--- src/rtl/core/efd_pkg.sv ---
// Shared constants and types of the escaped frame deframer.
// No dependencies; used by the interfaces and every module of the block.
package efd_pkg;

  localparam int unsigned MAX_FRAME_LEN = 80;
  localparam int unsigned MIN_FRAME_LEN = 7;

  localparam logic [7:0] CHAR_START  = 8'h3C;
  localparam logic [7:0] CHAR_SEP    = 8'h24;
  localparam logic [7:0] CHAR_END    = 8'h3E;
  localparam logic [7:0] CHAR_ESCAPE = 8'h2F;
  localparam logic [7:0] CHAR_ZERO   = 8'h30;
  localparam logic [7:0] CHAR_NINE   = 8'h39;
  localparam logic [7:0] CHAR_FIVE   = 8'h35;

  localparam logic [2:0] REQ_TYPE_MAX = 3'd4;

  localparam logic [1:0] ST_OK       = 2'd0;
  localparam logic [1:0] ST_CORRUPT  = 2'd1;
  localparam logic [1:0] ST_MISMATCH = 2'd2;
  localparam logic [1:0] ST_FRAMING  = 2'd3;

  typedef struct packed {
    logic       valid;
    logic [7:0] rx_byte;
  } byte_stage_t;

endpackage

--- src/rtl/core/efd_if.sv ---
// Valid/ready channel interfaces of the escaped frame deframer.
// Depends on efd_pkg.
interface efd_rx_if import efd_pkg::*; ();
  logic       valid;
  logic       ready;
  logic [7:0] rx_byte;

  modport source(output valid, output rx_byte, input ready);
  modport sink(input valid, input rx_byte, output ready);
endinterface

interface efd_res_if import efd_pkg::*; ();
  logic       valid;
  logic       ready;
  logic       data_valid;
  logic [7:0] data_byte;
  logic       frame_done;
  logic [1:0] frame_status;

  modport source(output valid, output data_valid, output data_byte, output frame_done,
                 output frame_status, input ready);
  modport sink(input valid, input data_valid, input data_byte, input frame_done,
               input frame_status, output ready);
endinterface

--- src/rtl/core/efd_in_stage.sv ---
// Input register of the escaped frame deframer: holds one received byte.
// Depends on efd_pkg and efd_rx_if.
module efd_in_stage import efd_pkg::*; (
  input  logic          clk_i,
  input  logic          rst_ni,
  efd_rx_if.sink        rx_i,
  input  logic          take_i,
  output byte_stage_t   stage_o
);

  logic       valid_q;
  logic [7:0] byte_q;
  logic       load;

  assign load       = !valid_q || take_i;
  assign rx_i.ready = load;

  always_ff @(posedge clk_i or negedge rst_ni) begin
    if (!rst_ni) begin
      valid_q <= 1'b0;
    end else if (load) begin
      valid_q <= rx_i.valid;
    end
  end

  always_ff @(posedge clk_i) begin
    if (load && rx_i.valid) begin
      byte_q <= rx_i.rx_byte;
    end
  end

  assign stage_o.valid   = valid_q;
  assign stage_o.rx_byte = byte_q;

endmodule

--- src/rtl/core/efd_core.sv ---
// Frame parser and result register of the escaped frame deframer.
// Depends on efd_pkg and efd_res_if.
module efd_core import efd_pkg::*; (
  input  logic          clk_i,
  input  logic          rst_ni,
  input  byte_stage_t   stage_i,
  output logic          take_o,
  input  logic          req_type_we_i,
  input  logic [2:0]    req_type_i,
  efd_res_if.source     res_o
);

  localparam logic [2:0] PH_IDLE     = 3'd0;
  localparam logic [2:0] PH_LEN1     = 3'd1;
  localparam logic [2:0] PH_LEN2     = 3'd2;
  localparam logic [2:0] PH_SEP1     = 3'd3;
  localparam logic [2:0] PH_TYPE     = 3'd4;
  localparam logic [2:0] PH_SEP2_OK  = 3'd5;
  localparam logic [2:0] PH_SEP2_BAD = 3'd6;
  localparam logic [2:0] PH_PAYLOAD  = 3'd7;

  logic [2:0] req_type_q;
  logic [2:0] phase_q, phase_d;
  logic [6:0] frame_length_q, frame_length_d;
  logic [6:0] consumed_q, consumed_d;
  logic [6:0] emitted_q, emitted_d;
  logic [6:0] escapes_q, escapes_d;
  logic       esc_pending_q, esc_pending_d;

  logic       out_valid_q;
  logic       data_valid_q, data_valid_d;
  logic [7:0] data_byte_q, data_byte_d;
  logic       frame_done_q, frame_done_d;
  logic [1:0] status_q, status_d;

  logic       step;
  logic [7:0] b;
  logic       is_digit;
  logic [6:0] dval;
  logic       type_ok;
  logic       len_ok;
  logic [6:0] cons_inc;
  logic [7:0] limit_sum;
  logic [8:0] total;

  assign take_o = !out_valid_q || res_o.ready;
  assign step   = stage_i.valid && take_o;
  assign b      = stage_i.rx_byte;

  assign is_digit  = (b >= CHAR_ZERO) && (b <= CHAR_NINE);
  assign dval      = {3'b000, b[3:0]};
  assign type_ok   = (req_type_q <= REQ_TYPE_MAX) && (b == (CHAR_FIVE + {5'b00000, req_type_q}));
  assign len_ok    = (frame_length_q >= 7'(MIN_FRAME_LEN)) &&
                     (frame_length_q <= 7'(MAX_FRAME_LEN));
  assign cons_inc  = consumed_q + 7'd1;
  assign limit_sum = {1'b0, cons_inc} + 8'd6;
  assign total     = {2'b00, emitted_q} + {2'b00, escapes_q} + 9'(MIN_FRAME_LEN);

  always_comb begin
    phase_d        = phase_q;
    frame_length_d = frame_length_q;
    consumed_d     = consumed_q;
    emitted_d      = emitted_q;
    escapes_d      = escapes_q;
    esc_pending_d  = esc_pending_q;
    data_valid_d   = 1'b0;
    data_byte_d    = 8'h00;
    frame_done_d   = 1'b0;
    status_d       = ST_OK;

    unique case (phase_q)
      PH_IDLE: begin
        if (b == CHAR_START) begin
          frame_length_d = 7'd0;
          consumed_d     = 7'd0;
          emitted_d      = 7'd0;
          escapes_d      = 7'd0;
          esc_pending_d  = 1'b0;
          phase_d        = PH_LEN1;
        end
      end
      PH_LEN1: begin
        if (is_digit) begin
          frame_length_d = (dval << 3) + (dval << 1);
          phase_d        = PH_LEN2;
        end else begin
          frame_done_d = 1'b1;
          status_d     = ST_FRAMING;
          phase_d      = PH_IDLE;
        end
      end
      PH_LEN2: begin
        if (is_digit) begin
          frame_length_d = frame_length_q + dval;
          phase_d        = PH_SEP1;
        end else begin
          frame_done_d = 1'b1;
          status_d     = ST_FRAMING;
          phase_d      = PH_IDLE;
        end
      end
      PH_SEP1: begin
        if (b != CHAR_SEP || !len_ok) begin
          frame_done_d = 1'b1;
          status_d     = ST_FRAMING;
          phase_d      = PH_IDLE;
        end else begin
          phase_d = PH_TYPE;
        end
      end
      PH_TYPE: begin
        phase_d = type_ok ? PH_SEP2_OK : PH_SEP2_BAD;
      end
      PH_SEP2_OK, PH_SEP2_BAD: begin
        if (b != CHAR_SEP) begin
          frame_done_d = 1'b1;
          status_d     = ST_FRAMING;
          phase_d      = PH_IDLE;
        end else if (phase_q == PH_SEP2_BAD) begin
          frame_done_d = 1'b1;
          status_d     = ST_MISMATCH;
          phase_d      = PH_IDLE;
        end else begin
          consumed_d    = 7'd0;
          emitted_d     = 7'd0;
          escapes_d     = 7'd0;
          esc_pending_d = 1'b0;
          phase_d       = PH_PAYLOAD;
        end
      end
      PH_PAYLOAD: begin
        consumed_d = cons_inc;
        if (b == CHAR_END && !esc_pending_q) begin
          frame_done_d = 1'b1;
          status_d     = (total == {2'b00, frame_length_q}) ? ST_OK : ST_CORRUPT;
          phase_d      = PH_IDLE;
        end else begin
          if (b == CHAR_END) begin
            data_valid_d  = 1'b1;
            data_byte_d   = b;
            esc_pending_d = 1'b0;
            escapes_d     = escapes_q + 7'd1;
            emitted_d     = emitted_q + 7'd1;
          end else if (b == CHAR_ESCAPE) begin
            esc_pending_d = 1'b1;
          end else begin
            data_valid_d = 1'b1;
            data_byte_d  = b;
            emitted_d    = emitted_q + 7'd1;
          end
          if (limit_sum >= {1'b0, frame_length_q}) begin
            frame_done_d = 1'b1;
            status_d     = ST_CORRUPT;
            phase_d      = PH_IDLE;
          end
        end
      end
      default: begin
        phase_d = PH_IDLE;
      end
    endcase
  end

  always_ff @(posedge clk_i or negedge rst_ni) begin
    if (!rst_ni) begin
      req_type_q <= 3'd0;
    end else if (req_type_we_i) begin
      req_type_q <= req_type_i;
    end
  end

  always_ff @(posedge clk_i or negedge rst_ni) begin
    if (!rst_ni) begin
      phase_q        <= PH_IDLE;
      frame_length_q <= 7'd0;
      consumed_q     <= 7'd0;
      emitted_q      <= 7'd0;
      escapes_q      <= 7'd0;
      esc_pending_q  <= 1'b0;
    end else if (step) begin
      phase_q        <= phase_d;
      frame_length_q <= frame_length_d;
      consumed_q     <= consumed_d;
      emitted_q      <= emitted_d;
      escapes_q      <= escapes_d;
      esc_pending_q  <= esc_pending_d;
    end
  end

  always_ff @(posedge clk_i or negedge rst_ni) begin
    if (!rst_ni) begin
      out_valid_q <= 1'b0;
    end else if (take_o) begin
      out_valid_q <= stage_i.valid;
    end
  end

  always_ff @(posedge clk_i) begin
    if (step) begin
      data_valid_q <= data_valid_d;
      data_byte_q  <= data_byte_d;
      frame_done_q <= frame_done_d;
      status_q     <= status_d;
    end
  end

  assign res_o.valid        = out_valid_q;
  assign res_o.data_valid   = data_valid_q;
  assign res_o.data_byte    = data_byte_q;
  assign res_o.frame_done   = frame_done_q;
  assign res_o.frame_status = status_q;

  a_len_in_range: assert property (@(posedge clk_i) disable iff (!rst_ni)
    phase_q == PH_PAYLOAD |-> frame_length_q >= 7'(MIN_FRAME_LEN) &&
                              frame_length_q <= 7'(MAX_FRAME_LEN))
    else $error("payload phase with frame length out of range");

  a_limit_not_reached: assert property (@(posedge clk_i) disable iff (!rst_ni)
    phase_q == PH_PAYLOAD |-> ({1'b0, consumed_q} + 8'd6) < {1'b0, frame_length_q})
    else $error("payload phase past its length limit");

  a_ok_no_data: assert property (@(posedge clk_i) disable iff (!rst_ni)
    out_valid_q && frame_done_q && status_q == ST_OK |-> !data_valid_q)
    else $error("ok frame end carries a data byte");

  a_status_idle: assert property (@(posedge clk_i) disable iff (!rst_ni)
    out_valid_q && !frame_done_q |-> status_q == ST_OK)
    else $error("status set without frame end");

  a_data_zero: assert property (@(posedge clk_i) disable iff (!rst_ni)
    out_valid_q && !data_valid_q |-> data_byte_q == 8'h00)
    else $error("data byte set without data valid");

endmodule

--- src/rtl/core/escaped_frame_deframer.sv ---
// Top level of the escaped frame deframer.
// Depends on efd_pkg, efd_rx_if, efd_res_if, efd_in_stage and efd_core.
//
// Usage:
//   rx_i carries received bytes (rx_byte) on a valid/ready channel; res_o
//   returns exactly one result per byte: data_valid/data_byte for payload
//   bytes, frame_done/frame_status when the byte ends or aborts a frame.
//   req_type_we_i/req_type_i load the request code (0..4); write it only
//   while no transfer is in flight.
// Path: a byte is taken into the input register, and its result is loaded
//   into the result register when the parser steps, which res_o can stall.
// Throughput: one byte per cycle while res_o.ready is high; the parser step
//   between the input register and the result register is combinational.
// Reset: rst_ni (async, active low) returns the parser to waiting for '<',
//   clears the request code and empties both registers.
// Stall: when res_o.ready is low the result register holds and the input
//   register takes one more byte; rx_i.ready then drops until the result
//   is transferred.
module escaped_frame_deframer import efd_pkg::*; (
  input  logic       clk_i,
  input  logic       rst_ni,
  efd_rx_if.sink     rx_i,
  efd_res_if.source  res_o,
  input  logic       req_type_we_i,
  input  logic [2:0] req_type_i
);

  byte_stage_t stage;
  logic        take;

  efd_in_stage u_in_stage (
    .clk_i   (clk_i),
    .rst_ni  (rst_ni),
    .rx_i    (rx_i),
    .take_i  (take),
    .stage_o (stage)
  );

  efd_core u_core (
    .clk_i         (clk_i),
    .rst_ni        (rst_ni),
    .stage_i       (stage),
    .take_o        (take),
    .req_type_we_i (req_type_we_i),
    .req_type_i    (req_type_i),
    .res_o         (res_o)
  );

endmodule

--- src/flat_wrapper.sv ---
// flat-port wrapper written by rule: the top's interface ports become plain ports
module escaped_frame_deframer_flat import efd_pkg::*;
  (clk_i, rst_ni, req_type_we_i, req_type_i, rx_i_valid, rx_i_rx_byte, rx_i_ready, res_o_valid, res_o_data_valid, res_o_data_byte, res_o_frame_done, res_o_frame_status, res_o_ready);
  efd_rx_if rx_i_i ();
  efd_res_if res_o_i ();
  input  logic clk_i;
  input  logic rst_ni;
  input  logic req_type_we_i;
  input  logic [2:0] req_type_i;
  input wire logic [$bits(rx_i_i.valid)-1:0] rx_i_valid;
  input wire logic [$bits(rx_i_i.rx_byte)-1:0] rx_i_rx_byte;
  output wire logic [$bits(rx_i_i.ready)-1:0] rx_i_ready;
  output wire logic [$bits(res_o_i.valid)-1:0] res_o_valid;
  output wire logic [$bits(res_o_i.data_valid)-1:0] res_o_data_valid;
  output wire logic [$bits(res_o_i.data_byte)-1:0] res_o_data_byte;
  output wire logic [$bits(res_o_i.frame_done)-1:0] res_o_frame_done;
  output wire logic [$bits(res_o_i.frame_status)-1:0] res_o_frame_status;
  input wire logic [$bits(res_o_i.ready)-1:0] res_o_ready;
  assign rx_i_i.valid = rx_i_valid;
  assign rx_i_i.rx_byte = rx_i_rx_byte;
  assign rx_i_ready = rx_i_i.ready;
  assign res_o_valid = res_o_i.valid;
  assign res_o_data_valid = res_o_i.data_valid;
  assign res_o_data_byte = res_o_i.data_byte;
  assign res_o_frame_done = res_o_i.frame_done;
  assign res_o_frame_status = res_o_i.frame_status;
  assign res_o_i.ready = res_o_ready;
  escaped_frame_deframer u_core (.clk_i(clk_i), .rst_ni(rst_ni), .rx_i(rx_i_i), .res_o(res_o_i), .req_type_we_i(req_type_we_i), .req_type_i(req_type_i));
endmodule
--- config.mk ---
export PLATFORM = sky130hd
export DESIGN_NAME = escaped_frame_deframer_flat
export DESIGN_NICKNAME = d
export VERILOG_FILES = /design/src/rtl/core/efd_pkg.sv /design/src/rtl/core/efd_if.sv /design/src/rtl/core/efd_in_stage.sv /design/src/rtl/core/efd_core.sv /design/src/rtl/core/escaped_frame_deframer.sv /design/src/flat_wrapper.sv
export SDC_FILE = /design/constraint.sdc
export NUM_CORES = 1
export LEC_CHECK = 0
export BUFFER_PORTS_ARGS = -buffer_cell sky130_fd_sc_hd__buf_2
export CORE_MARGIN = 4
export CORE_UTILIZATION = 35
export CTS_CLUSTER_DIAMETER = 60
export DETAILED_ROUTE_END_ITERATION = 7
export SLEW_MARGIN = 20
export SYNTH_ARGS = -nofsm -noshare
export SYNTH_HDL_FRONTEND = slang
export SYNTH_SLANG_ARGS = --single-unit
--- constraint.sdc ---
create_clock -name clk_i -period 5.5 [get_ports clk_i]
set_input_delay 0.55 -clock clk_i [delete_from_list [all_inputs] [get_ports clk_i]]
set_output_delay 0.55 -clock clk_i [all_outputs]
set_load 0.1 [all_outputs]
==> results.rst <==
.. list-table::
   :header-rows: 1

   * - Metric
     - Value
   * - Crit path top cell by count
     - sky130_fd_sc_hd__ha_1
   * - Endpoint class of the critical path
     - register
   * - Max Freq
     - 284 MHz
   * - Starting utilization of the core area
     - 35.7%
   * - Startpoint class of the critical path
     - register
   * - Worst-case clock buffer depth
     - 2
   * - Setup Viol. Count Final
     - 0
   * - Die Y-Extent
     - 116 um
   * - I/O pin cnt
     - 30
   * - Switching power summed over all nets
     - 471 uW
   * - Final design utilization
     - 40.4%
   * - Delay of the slowest critical-path stage
     - 0.74 ns
   * - Post-detailed-route wirelength per cell
     - 15.5 um
   * - Vias in the first global route
     - 3228
   * - Result of the run
     - finished clean
   * - Share of power burned in registers
     - 37.5%
   * - Required time at the endpoint of the critical path
     - 5.74 ns
   * - Count of unique library cells instantiated by Yosys
     - 67
   * - Met1 global-route usage
     - 20.1%
   * - Power Dens Cells
     - 311 mW/mm2
   * - Synthesized netlist net count
     - 489
   * - Area growth from synthesis to layout
     - 13.1%
   * - First-pass GRT wire length
     - 15800 um
   * - Number of placement rows
     - 39
   * - Min Tclk post-route
     - 3.52 ns
   * - Max H-tree Level
     - 3
   * - Clock share of power
     - 39.8%
   * - Met2 GRT Util
     - 24.3%
   * - Most utilized layer in the global route result
     - met2
   * - Yosys reg bits
     - 57
   * - Iteration-0 DRC count of the detailed router
     - 189
   * - Core outline area
     - 0.0114 mm2
   * - Detailed-router iteration count before antenna repair
     - 5
   * - Ratio of final minimum period to clock period
     - 64.1%
   * - Residual DRC
     - 0
   * - Largest fanout on the critical path
     - 9
   * - Count of nets after finishing
     - 507
   * - Clock root buffer
     - sky130_fd_sc_hd__clkbuf_16
   * - Total gr overflow
     - 0
   * - Int Power
     - 957 uW
   * - Number of antenna violations at the first check in global routing
     - 0
   * - Share of synthesized area occupied by flip-flops and latches
     - 37.6%
   * - Setup tns final
     - 0 ns
   * - Leakage
     - 1.95 nW
   * - Ys Warns
     - 0
   * - Register clock-pin slew on the reported worst setup and hold paths
     - 0.05 ns
   * - TritonCTS buffer count
     - 9
   * - Fraction of synthesis flops using an asynchronous set or reset pin
     - 64.9%
   * - Slew at the pin closest to its max-slew limit
     - 0.997 ns
   * - Fin Hold WS
     - 0.362 ns
   * - Mapped Cells
     - 438
   * - RSZ-0062 raised after global routing
     - no
   * - Weighted congestion reported at the end of routability-driven placement
     - 0.876
   * - Number of clock sinks
     - 57
   * - Avg Cell Area, Syn
     - 9.27 um2
   * - Global routing met3 resource utilization
     - 2.61%
   * - Final hold violation count
     - 0
   * - Count of vias placed by the detailed router
     - 3344
   * - Resize count post-CTS
     - 0
   * - Number of antenna repair diodes
     - 0
   * - Max_cap viols
     - 0
   * - Setup Skew
     - 0.00557 ns
   * - Drt via density
     - 5.54
   * - Slowest cell on the critical path
     - sky130_fd_sc_hd__a2111oi_0
   * - Total standard cell area after synthesis
     - 0.00406 mm2
   * - Hold-fix buffer count after cts
     - 0
   * - Top flip-flop cell by instance count after synthesis
     - sky130_fd_sc_hd__dfrtp_1
   * - GRT Util Overall
     - 15.0%
   * - DP Wirelength
     - 6750 um
   * - TritonCTS clock tree
     - yes
   * - Arr. time, crit path
     - 3.77 ns
   * - Number of max-slew violations in the final report
     - 0
   * - Number of enable-type register cells in the synthesized netlist
     - 20
   * - Fraction of layout instances using a drive strength above 1
     - 11.9%
   * - Count of nets left with antenna violations after detail routing
     - 0
   * - VDD IR-drop max
     - 0.142 mV
   * - Crit Path Category
     - register to register
   * - Final routed wirelength across all metal layers
     - 9340 um
   * - Area of the die
     - 0.0134 mm2
   * - Proportion of power drawn by combinational gates
     - 22.7%
   * - Post-CTS setup repair buffer count
     - 0
   * - Worst path cell trace
     - ha_1, xnor2_1, ha_1, o32ai_1, xnor2_1, ha_1, a21oi_1, o21ai_0, a2111oi_0, a22oi_1, o21ai_0
   * - Clock latency on the worst-skew pair
     - 0.33 ns
   * - Top cell family by delay on the critical path
     - compound AO/OA/AOI/OAI gates
   * - Fraction of power spent switching nets
     - 33.0%
   * - Class of the tightest hold or removal check
     - input port to asynchronous set/reset pin
   * - Worst slew margin relative to its limit
     - 32.9%
   * - Die Width
     - 116 um
   * - Largest net degree at the start of global routing
     - 38
   * - R2R Setup Slk
     - 1.98 ns
   * - Buffers added on ports
     - 29
   * - Number of buffer and inverter instances along the worst setup path
     - 0
==> worst paths after layout <==
| check | from | to | depth (start not counted) |
|---|---|---|---|
| setup / recovery | u_core.u_core.consumed_q[0] | u_core.u_core.phase_q[1] | 11 |
| hold / removal | rst_ni | u_core.u_core.consumed_q[5] | 1 |
| setup reg to reg | u_core.u_core.consumed_q[0] | u_core.u_core.phase_q[1] | 11 |
| hold reg to reg | u_core.u_in_stage.valid_q | u_core.u_core.res_o.valid | 1 |
| max in group asynchronous | rst_ni | u_core.u_core.res_o.valid | 1 |
| min in group clk_i | rx_i_rx_byte[1] | u_core.u_in_stage.byte_q[1] | 1 |
==> placed cells by master (no fill, tap or decap), types with 11 or more instances in the layout <==
cell / synthesis / routed
sky130_fd_sc_hd__nor2_1: 23 / 23
sky130_fd_sc_hd__xnor2_1: 12 / 12
sky130_fd_sc_hd__nand2_1: 31 / 31
sky130_fd_sc_hd__inv_1: 28 / 28
sky130_fd_sc_hd__and3_1: 12 / 12
sky130_fd_sc_hd__buf_2: 7 / 29
sky130_fd_sc_hd__o21ai_0: 40 / 40
sky130_fd_sc_hd__edfxtp_1: 20 / 20
sky130_fd_sc_hd__dfrtp_1: 37 / 37
sky130_fd_sc_hd__a21oi_1: 24 / 24
sky130_fd_sc_hd__ha_1: 32 / 32
sky130_fd_sc_hd__nand3_1: 16 / 16
sky130_fd_sc_hd__nand2b_1: 11 / 11
==> power by group through the flow <==
stage                     clock network [mW]  logic [mW]  registers (mW)
after floorplan                            0       0.210           0.581
after global placement                     0       0.321           0.542
after detailed placement                   0       0.327           0.543
after CTS                              0.577       0.328           0.535
after global routing                   0.598       0.368           0.542
final                                  0.568       0.324           0.536
==> synth_stat cells (all sizes together) (5+ instances only) <==
cell    number  area share, %
o31ai        6            1.1
a31oi        8            1.2
a21o         9            1.7
nand3       16            2.0
nor4         5            1.1
nor2        23            2.1
edfxtp      20             15
xor2        10            2.2
nand2b      11            1.7
nor2b        5           0.77
and2         9            1.4
and3        12            1.8
ha          32            9.9
nand4        7            1.1
a21oi       24            3.0
dfrtp       37             23
o21ai       42            5.2
clkbuf      13            1.2
xnor2       12            2.6
inv         28            2.6
buf          9            1.0
nand2       31            2.9
==> routing by layer <==
| metal | part of all wire (%) | wire length [um] |
|---|---|---|
| met5 | 0 | 0 |
| met4 | 1.9 | 181 |
| met3 | 4.6 | 426 |
| met2 | 46 | 4320 |
| met1 | 47 | 4410 |
==> through the flow <==
stage	cell area [um2]	std cells	total power [mW]	worst slack, ns
floorplan	4060	438	0.791	2.35
global placement	4290	588	0.863	2.14
detailed placement	4290	588	0.870	2.06
CTS	4590	604	1.44	2.03
global route	4590	604	1.51	1.68
finish	4590	604	1.43	1.98
==> state kept, by name, indices dropped and copies added (netlist names) <==
signal and count:
u_core.u_core.esc_pending_q 1, u_core.u_core.res_o.frame_done 1, u_core.u_core.res_o.valid 1, u_core.u_core.res_o.data_valid 1
u_core.u_core.phase_q 3, u_core.u_core.frame_length_q 7, u_core.u_core.emitted_q 7, u_core.u_core.res_o.data_byte 8
u_core.u_core.req_type_q 3, u_core.u_core.consumed_q 7, u_core.u_core.escapes_q 7, u_core.u_in_stage.valid_q 1
u_core.u_core.res_o.frame_status 2, u_core.u_in_stage.byte_q 8
==> kinds of logic (layout without fill, tap and decap cells) <==
logic type,after synthesis,count (layout),synth area share (%)
AO/OA/AOI/OAI,126,126,19.9
XOR/XNOR,22,22,4.75
adder cells (fa/ha/maj),36,36,11.6
buffers and inverters,50,73,4.84
flip-flops,57,57,37.6
multiplexers,3,3,0.801
AND/OR/NAND/NOR,144,144,20.4
==> layout make-up <==
class	instances	area (um2)
Multi-Input combinational cell	331	2340
Fill cell	1131	6780
Clock buffer	11	243
Sequential cell	57	1530
Timing Repair Buffer	29	145
Clock inverter	5	56.3
Tap cell	143	179
Inverter	28	105
Note: power is estimated with default switching activity, not from simulation.
